$ cat config.mk
export PLATFORM = sky130hd
export DESIGN_NAME = sync_length_prefixed_deframer_core
export DESIGN_NICKNAME = d
export VERILOG_FILES = /design/src/sv/slpd_pkg.sv /design/src/sv/slpd_skid.sv /design/src/sv/sync_length_prefixed_deframer_core.sv
export VERILOG_INCLUDE_DIRS = /design/src /design/src/sv
export SDC_FILE = /design/constraint.sdc
export NUM_CORES = 1
export LEC_CHECK = 0
export ABC_CLOCK_PERIOD_IN_PS = 6100
export BUFFER_PORTS_ARGS = -buffer_cell sky130_fd_sc_hd__buf_2
export CAP_MARGIN = 30
export CORE_ASPECT_RATIO = 1.2
export CORE_UTILIZATION = 48
export DETAILED_ROUTE_END_ITERATION = 10
export HOLD_SLACK_MARGIN = 0.05
export PLACE_DENSITY = 0.8
export SYNTH_ARGS = -nofsm -noshare
export SYNTH_HDL_FRONTEND = slang
export SYNTH_HIERARCHICAL = 1
export SYNTH_SLANG_ARGS = --single-unit
$ cat constraint.sdc
create_clock -name i_clk -period 6.1 [get_ports i_clk]
set_clock_uncertainty 0.1 [all_clocks]
set_input_delay 0.305 -clock i_clk [delete_from_list [all_inputs] [get_ports i_clk]]
set_output_delay 0.305 -clock i_clk [all_outputs]
set_load 0.005 [all_outputs]
$ cat src/sv/sync_length_prefixed_deframer_core_macros.svh
// Assertion helpers used by the deframer RTL.
`ifndef SYNC_LENGTH_PREFIXED_DEFRAMER_CORE_MACROS_SVH
`define SYNC_LENGTH_PREFIXED_DEFRAMER_CORE_MACROS_SVH

// Same-cycle implication, checked outside reset.
`define SLPD_ASSERT_NOW(label, clk, rst_n, ante, cons) \
    label: assert property (@(posedge clk) disable iff (!rst_n) (ante) |-> (cons)) \
        else $error("deframer assertion failed");

// Next-cycle implication, checked outside reset.
`define SLPD_ASSERT_NEXT(label, clk, rst_n, ante, cons) \
    label: assert property (@(posedge clk) disable iff (!rst_n) (ante) |=> (cons)) \
        else $error("deframer assertion failed");

`endif

$ cat src/sv/slpd_pkg.sv
`timescale 1ns / 1ps

package slpd_pkg;

    localparam logic [7:0]  SYNC_FIRST    = 8'h94;
    localparam logic [7:0]  SYNC_SECOND   = 8'hC3;
    localparam logic [15:0] MAX_LEN_RESET = 16'd512;

    // register index as seen at paddr[2]
    localparam logic        REG_MAX_PAYLOAD_LEN = 1'b0;

    typedef enum logic [2:0] {
        PH_SYNC1   = 3'd0,
        PH_SYNC2   = 3'd1,
        PH_LEN_HI  = 3'd2,
        PH_LEN_LO  = 3'd3,
        PH_PAYLOAD = 3'd4
    } t_phase;

    typedef struct packed {
        logic        is_last;
        logic [15:0] frame_len;
        logic [15:0] byte_index;
        logic [7:0]  data_byte;
    } t_result;

endpackage

$ cat src/sv/slpd_skid.sv
`timescale 1ns / 1ps

// Two-entry output stage: the input side stays ready while one result waits.
module slpd_skid
    import slpd_pkg::*;
(
    input  logic    i_clk,
    input  logic    i_rst_n,
    input  logic    i_push,
    input  t_result i_data,
    output logic    o_ready,
    output logic    o_valid,
    output t_result o_data,
    input  logic    i_pop_ready
);

    logic    r_out_valid;
    logic    r_skid_valid;
    t_result r_out_data;
    t_result r_skid_data;

    always_ff @(posedge i_clk) begin
        if (!i_rst_n) begin
            r_out_valid  <= 1'b0;
            r_skid_valid <= 1'b0;
        end else if (r_skid_valid) begin
            // no push can arrive while the skid entry is occupied
            if (i_pop_ready) begin
                r_out_valid  <= 1'b1;
                r_skid_valid <= 1'b0;
            end
        end else if (!r_out_valid || i_pop_ready) begin
            r_out_valid <= i_push;
        end else if (i_push) begin
            r_skid_valid <= 1'b1;
        end
    end

    always_ff @(posedge i_clk) begin
        if (r_skid_valid) begin
            if (i_pop_ready) begin
                r_out_data <= r_skid_data;
            end
        end else if (!r_out_valid || i_pop_ready) begin
            r_out_data <= i_data;
        end else if (i_push) begin
            r_skid_data <= i_data;
        end
    end

    assign o_ready = !r_skid_valid;
    assign o_valid = r_out_valid;
    assign o_data  = r_out_data;

endmodule

$ cat src/sv/sync_length_prefixed_deframer_core.sv
`timescale 1ns / 1ps
// A payload byte accepted from s_axis is registered in the output stage, via the skid entry when m_axis stalls.
// Throughput: one byte per cycle while s_axis_tready is high; header bytes yield no transfer.
// The two-entry output stage keeps s_axis_tready high while one result stalls.
// Reset (i_rst_n low, synchronous): hunt for the first sync byte, outputs
// empty, max_payload_len back to 512.
module sync_length_prefixed_deframer_core
    import slpd_pkg::*;
(
    input  logic        i_clk,
    input  logic        i_rst_n,
    // configuration
    input  logic        psel,
    input  logic        penable,
    input  logic        pwrite,
    input  logic [2:0]  paddr,
    input  logic [31:0] pwdata,
    output logic [31:0] prdata,
    output logic        pready,
    // received bytes
    input  logic        s_axis_tvalid,
    output logic        s_axis_tready,
    input  logic [7:0]  s_axis_tdata,   // [7:0] in_byte
    // payload bytes
    output logic        m_axis_tvalid,
    input  logic        m_axis_tready,
    output logic [39:0] m_axis_tdata,   // [7:0] data_byte, [23:8] byte_index, [39:24] frame_len
    output logic        m_axis_tlast    // is_last
);

    logic [15:0] r_max_len;
    t_phase      r_phase, n_phase;
    logic [15:0] r_announced_len, n_announced_len;
    logic [15:0] r_payload_pos, n_payload_pos;

    logic        in_accept;
    logic        res_push;
    t_result     res_data;
    t_result     out_data;
    logic [16:0] next_pos;
    logic [15:0] full_len;

    // ---- configuration port
    assign pready = 1'b1;
    assign prdata = (paddr[2] == REG_MAX_PAYLOAD_LEN) ? {16'd0, r_max_len} : 32'd0;

    always_ff @(posedge i_clk) begin
        if (!i_rst_n) begin
            r_max_len <= MAX_LEN_RESET;
        end else if (psel && penable && pwrite && pready
                     && paddr[2] == REG_MAX_PAYLOAD_LEN) begin
            r_max_len <= pwdata[15:0];
        end
    end

    // ---- parser
    assign in_accept = s_axis_tvalid && s_axis_tready;
    assign next_pos  = {1'b0, r_payload_pos} + 17'd1;
    assign full_len  = {r_announced_len[15:8], s_axis_tdata};

    always_comb begin
        n_phase         = r_phase;
        n_announced_len = r_announced_len;
        n_payload_pos   = r_payload_pos;
        res_push        = 1'b0;
        res_data.data_byte  = s_axis_tdata;
        res_data.byte_index = r_payload_pos;
        res_data.frame_len  = r_announced_len;
        res_data.is_last    = (next_pos >= {1'b0, r_announced_len});
        if (in_accept) begin
            unique case (r_phase)
                PH_SYNC1: begin
                    if (s_axis_tdata == SYNC_FIRST) begin
                        n_phase = PH_SYNC2;
                    end
                end
                PH_SYNC2: begin
                    // a repeated first sync byte keeps waiting here
                    if (s_axis_tdata == SYNC_SECOND) begin
                        n_phase = PH_LEN_HI;
                    end else if (s_axis_tdata != SYNC_FIRST) begin
                        n_phase = PH_SYNC1;
                    end
                end
                PH_LEN_HI: begin
                    n_announced_len = {s_axis_tdata, 8'd0};
                    n_phase         = PH_LEN_LO;
                end
                PH_LEN_LO: begin
                    n_announced_len = full_len;
                    n_payload_pos   = 16'd0;
                    if (full_len == 16'd0 || full_len > r_max_len) begin
                        n_phase = PH_SYNC1;
                    end else begin
                        n_phase = PH_PAYLOAD;
                    end
                end
                PH_PAYLOAD: begin
                    res_push      = 1'b1;
                    n_payload_pos = next_pos[15:0];
                    if (res_data.is_last) begin
                        n_phase = PH_SYNC1;
                    end
                end
                default: begin
                    n_phase = PH_SYNC1;
                end
            endcase
        end
    end

    always_ff @(posedge i_clk) begin
        if (!i_rst_n) begin
            r_phase         <= PH_SYNC1;
            r_announced_len <= 16'd0;
            r_payload_pos   <= 16'd0;
        end else begin
            r_phase         <= n_phase;
            r_announced_len <= n_announced_len;
            r_payload_pos   <= n_payload_pos;
        end
    end

    // ---- output stage
    slpd_skid u_skid (
        .i_clk       (i_clk),
        .i_rst_n     (i_rst_n),
        .i_push      (res_push),
        .i_data      (res_data),
        .o_ready     (s_axis_tready),
        .o_valid     (m_axis_tvalid),
        .o_data      (out_data),
        .i_pop_ready (m_axis_tready)
    );

    assign m_axis_tdata = {out_data.frame_len, out_data.byte_index, out_data.data_byte};
    assign m_axis_tlast = out_data.is_last;

    // ---- checks
    `include "sync_length_prefixed_deframer_core_macros.svh"

    `SLPD_ASSERT_NOW(a_last_marks_end, i_clk, i_rst_n, m_axis_tvalid, (m_axis_tlast == (({1'b0, m_axis_tdata[23:8]} + 17'd1) == {1'b0, m_axis_tdata[39:24]})))
    `SLPD_ASSERT_NOW(a_payload_pos_in_range, i_clk, i_rst_n, r_phase == PH_PAYLOAD, (r_announced_len != 16'd0 && r_payload_pos < r_announced_len && r_announced_len <= 16'hFFFF))
    `SLPD_ASSERT_NOW(a_stall_means_full, i_clk, i_rst_n, !s_axis_tready, m_axis_tvalid)
    `SLPD_ASSERT_NEXT(a_idle_after_last, i_clk, i_rst_n, res_push && res_data.is_last, r_phase == PH_SYNC1)

endmodule

## Word-level counts from Yosys, hierarchy flattened

Cells that the tools add are included.

| word-level totals | value |
|---|---|
| word-level logic and storage cells | 73 |
| output and inout bits | 76 |
| register bits after elaboration | 135 |
| input port bits | 50 |

| cells by class | value |
|---|---|
| bitwise logic cells | 4 |
| mux-type cells | 21 |
| add/subtract/negate cells | 1 |
| order comparisons | 2 |
| equal/unequal tests | 11 |
| reductions and logical operators | 19 |

Operator list:

| cell | count |
|---|---|
| $mux 41 | 3 |
| $pmux 16 s2 | 2 |
| $add 16x1->17 const B | 1 |
| $ge 17x16->1 | 1 |
| $eq 8x8->1 const B | 2 |
| $gt 16x16->1 | 1 |
| $logic_not 16->1 | 1 |
| $mux 16 | 1 |
| $mux 3 | 5 |
| $pmux 3 s5 | 1 |
| $mux 1 | 9 |
| $ne 8x8->1 const B | 1 |
| $eq 3x2->1 const B | 2 |
| $reduce_and 2->1 | 3 |
| $reduce_and 3->1 | 2 |
| $reduce_bool 2->1 | 3 |
| $logic_and 1x1->1 | 4 |
| $ne 2x2->1 const B | 2 |
| $not 1->1 | 4 |
| $reduce_and 4->1 | 1 |
| $eq 3x1->1 const B | 1 |
| $eq 3x3->1 const B | 1 |
| $logic_not 3->1 | 1 |
| $ne 3x3->1 const B | 1 |
| other kinds (3) | 5 |

## Longest topological paths before layout

| logic depth | value |
|---|---|
| depth in word-level cells | 6 |
| gate-level depth with buffers | 12 |
| mapped depth without buffers | 12 |

## Hierarchy

The synthesis kept the hierarchy.

Modules (own cells, without submodules):

| module | cells an instance | area each (um^2) | sequential area each (um^2) | instances |
|---|---|---|---|---|
| sync_length_prefixed_deframer_core | 429 | 3,407.0 | 1,021.0 | 1 |
| slpd_skid | 139 | 3,240.6 | 2,502.4 | 1 |

## Worst setup path after synthesis

OpenSTA, ideal clock, no wires.

| timing path | value |
|---|---|
| path type | register to register |
| start point | reg u_skid.r_skid_valid |
| end point | reg u_skid/r_skid_data[0] (netlist bit), enable pin |
| path buffers | 3 |
| slack | 1.225 ns |
| period minus slack after synthesis | 4.875 ns |
| cell stages (with the launch flop) | 10 |
| data required time | 5.510 ns |
| arrival | 4.284 ns |
| library setup time | 0.490 ns |
| cells stage by stage | dfxtp_1 -> buf_6 -> buf_8 -> inv_1 -> nand2_1 -> or2_4 -> inv_6 -> buf_2 -> nand2_1 -> nor3_1 |

| between the ends | value |
|---|---|
| longest elaborated chain between the ends | 4 |
| elaborated cells between the ends (all ways) | 5 |
| those cells by class | mux (1); bitwise (1); reduce/logical (3) |

Ends and longest elaborated chain:

| item | RTL line | RTL |
|---|---|---|
| start: declaration | slpd_skid.sv:18 | `logic r_skid_valid;` |
| start signal: assignment | slpd_skid.sv:25 | `r_skid_valid <= 1'b0;` |
| start signal: assignment | slpd_skid.sv:30 | `r_skid_valid <= 1'b0;` |
| start signal: assignment | slpd_skid.sv:35 | `r_skid_valid <= 1'b1;` |
| $logic_not 1->1 | slpd_skid.sv:51 | `assign o_ready = !r_skid_valid;` |
| net s_axis_tready | sync_length_prefixed_deframer_core.sv:22 | `output logic s_axis_tready,` |
| $logic_and 1x1->1 | sync_length_prefixed_deframer_core.sv:57 | `assign in_accept = s_axis_tvalid && s_axis_tready;` |
| $mux 1 | sync_length_prefixed_deframer_core.sv:70 | `if (in_accept) begin` |
| net res_push | sync_length_prefixed_deframer_core.sv:37 | `logic res_push;` |
| $reduce_and 3->1 (no source line) | -- |  |
| end signal: assignment | slpd_skid.sv:47 | `r_skid_data <= i_data;` |
| end: declaration | slpd_skid.sv:20 | `t_result r_skid_data;` |

The timed path passes the listed nets, and every way through them passes these cells.
A chain may end at the register's enable or synchronous reset.

==> run summary <==
Status - finished, final reports clean
RSZ-0062 raised after global routing - false
CTS tree - yes
CTS H-tree depth - 4
Clock power share - 0.477
Final Hold Fails - 0
Slowest cell delay on critical path - 0.50 ns
Internal power - 1.56 mW
Antenna violations before repair - 0
Final Total Pwr - 1.99 mW
Clk_lat worst skew - 0.41 ns
Multi-input logic area - 2770 µm²
Library cells used by synthesis - 55
Area leader, netlist - edfxtp_1
FF+latch area - 3520 µm²
First-pass GRT wire length - 22,400 µm
Logic pwr share - 0.037
Reg power frac - 0.486
Pwr dens - 254 nW/µm²
Routed WL per cell - 16.6 µm
GRT Util Overall - 0.209
Layout overhead on the synthesized area - 18.0%
P_leak - 3.21 nW
Core Region - 13,400 µm²
Die H - 131 µm
Worst min-delay path class - primary input to register
Crit path time final - 3.52 ns
Final nets - 756
Initial core utilization - 0.498
Post-synth EDFFs - 82
Sw frac - 0.216
Ys async rst share - 0
Syn Inst Count - 568
Slew headroom - 0.454
I/O pin total - 126
DPL Wire Length - 9660 µm
Clock Pin Slew Worst Setup and Hold Paths - 0.06 ns
Worst path cell trace - ha_1 > nand3_2 > nor3_1 > nand3_1 > xnor2_1 > ha_1 > a21o_1 > a21o_1 > a211oi_1 > o211ai_1 > mux2_2
Net Sw Power - 0.430 mW
Die X - 109 µm
Min Hold Slack - 0.0555 ns
CTS sink count - 135
WS Path Type - register to register
Setup TNS Final - 0 ns
Startpoint Class - register
Ys flop type - edfxtp_1
Hold_buf cts - 15
Sequential fraction of the synthesis area - 0.530
Yosys warning total - 6
Vias per cell - 5.51
Total wire length - 14,200 µm
Drc violations - 0
VDD IR max - 0.212 mV
FP Rows - 46
Drt pass-1 iters - 6
Placed cells - 807
CP required - 6.16 ns
Most common cell in the netlist - edfxtp_1
Synthesis-stage register bit count - 135
Share of post-route cells with drive strength above 1 - 0.258
Port Buf Inserts - 90
ANT cells - 0
FMAX - 0.284 GHz
Mean post-synth cell area - 11.7 µm²
Fin util - 0.587
Drt initial violations - 365
GPL Wtd Cong - 0.884
Largest cells by area after synthesis - edfxtp_1 37%, dfxtp_1 16%, mux2_4 8.1%, ha_1 6.2%, nor2b_1 2.9%
Setup Buffers After CTS - 0
R2R setup slack - 2.58 ns
Final Max Slew Viols - 0
GR Overflow Total - 0
Final period utilization - 0.578
Antenna-violating nets left - 0
Post-CTS Resized - 0
DR vias - 4,706
Vias in the first global route - 4,540
Clk buf depth - 2
Die Area - 14,300 µm²
Commonest cells post-synth - 82 x edfxtp_1, 53 x dfxtp_1, 44 x nand2_1, 36 x inv_1, 36 x mux2_4
Max Cap Violations - 0
Cell Area, Synth - 6650 µm²
Crit end category - register
CP max-delay cell - dfxtp_1
Root buf cell - clkbuf_16
TritonCTS buffer count - 17
Fin cells - 854
Yosys top cell area share - 0.370
Max Fanout on Critical Path - 8
WP data arrival - 3.59 ns
Slew @ Worst Pin - 0.818 ns
# setup viols final - 0
Largest net degree at the start of global routing - 54
Fill cells - 1,075
[through the flow]
stage | worst slack [ns] | area (µm²)
2_1_floorplan | 1.23 | 6700
3_3_place_gp | 2.84 | 7110
3_5_place_dp | 2.65 | 7140
4_1_cts | 2.62 | 7840
5_1_grt | 2.35 | 7840
6_report | 2.58 | 7840
[placed cells by master, fill, tap and decap left out, types with 8 or more instances in the layout]
cell type / instances
a21boi_0: 18
a21oi_1: 27
a22oi_1: 14
and3_1: 10
buf_2: 90
clkbuf_16: 17
conb_1: 17
dfxtp_1: 52
dlygate4sd3_1: 15
edfxtp_1: 82
ha_1: 33
inv_1: 36
mux2_4: 36
nand2_1: 44
nand3_1: 10
nand4_1: 16
nor2_1: 31
nor2b_1: 31
nor3_1: 8
o21ai_0: 10
xnor2_1: 9
[registers in the layout, summed over array words and instances (netlist names)]
signal,count
r_phase,3
r_announced_len,16
r_max_len,16
u_skid/r_skid_data,41
r_payload_pos,16
u_skid/r_skid_valid,1
u_skid/o_data,41
u_skid/o_valid,1
[worst max-delay path: cells and delay by family, from the launching register on]
family          cells  cell delay, ns
compound gates      4            0.74
xor+xnor            1            0.22
flops               1            0.50
mux                 1            0.29
simple gates        3            0.89
fa+ha+maj           2            0.55
[cell type report]
type / instances / share of cell area
clock inverter: 14 / 0.0161
sequential: 135 / 0.449
clock buffer: 18 / 0.0547
inverter: 37 / 0.0183
tap: 168 / 0.0268
timing repair buffer: 108 / 0.0820
multi-input combinational: 374 / 0.353
[kinds of logic (layout without fill, tap and decap cells)]
group / count (synthesis) / count (layout) / share of synthesized area
buffers and inverters: 74 / 177 / 0.0649
adders and majority gates: 33 / 33 / 0.0621
and+or+nand+nor: 176 / 176 / 0.141
DFF: 135 / 135 / 0.530
xor gates and xnor gates: 15 / 15 / 0.0198
other: 2 / 17 / 0.00113
muxes: 43 / 43 / 0.0928
AOI/OAI and AO/OA: 90 / 90 / 0.0881
[power by group through the flow]
stage               Sequential (mW)  Clock (mW)  Combinational [mW]
finish                        0.967       0.951              0.0736
global route                  0.968        1.01              0.0802
CTS                           0.967       0.966              0.0726
detailed placement            0.987           0              0.0646
global placement              0.986           0              0.0614
floorplan                     0.987           0              0.0425
[layer usage]
layer	vias up	track usage	wire (µm)
met5	-	0	0
met3	36	0.0451	805
met1	2244	0.248	5700
met2	209	0.361	7320
li1	2217	-	-
met4	0	0.0925	395
[final timing paths]
| kind | from | endpoint | cells past startpoint |
|---|---|---|---|
| max | r_payload_pos[0] | u_skid/o_data[40] | 11 |
| min | pwdata[13] | r_max_len[13] | 3 |
| max reg2reg | r_payload_pos[0] | u_skid/o_data[40] | 11 |
| min reg2reg | r_max_len[8] | r_max_len[8] | 2 |
(Power assumes the default switching activity.)
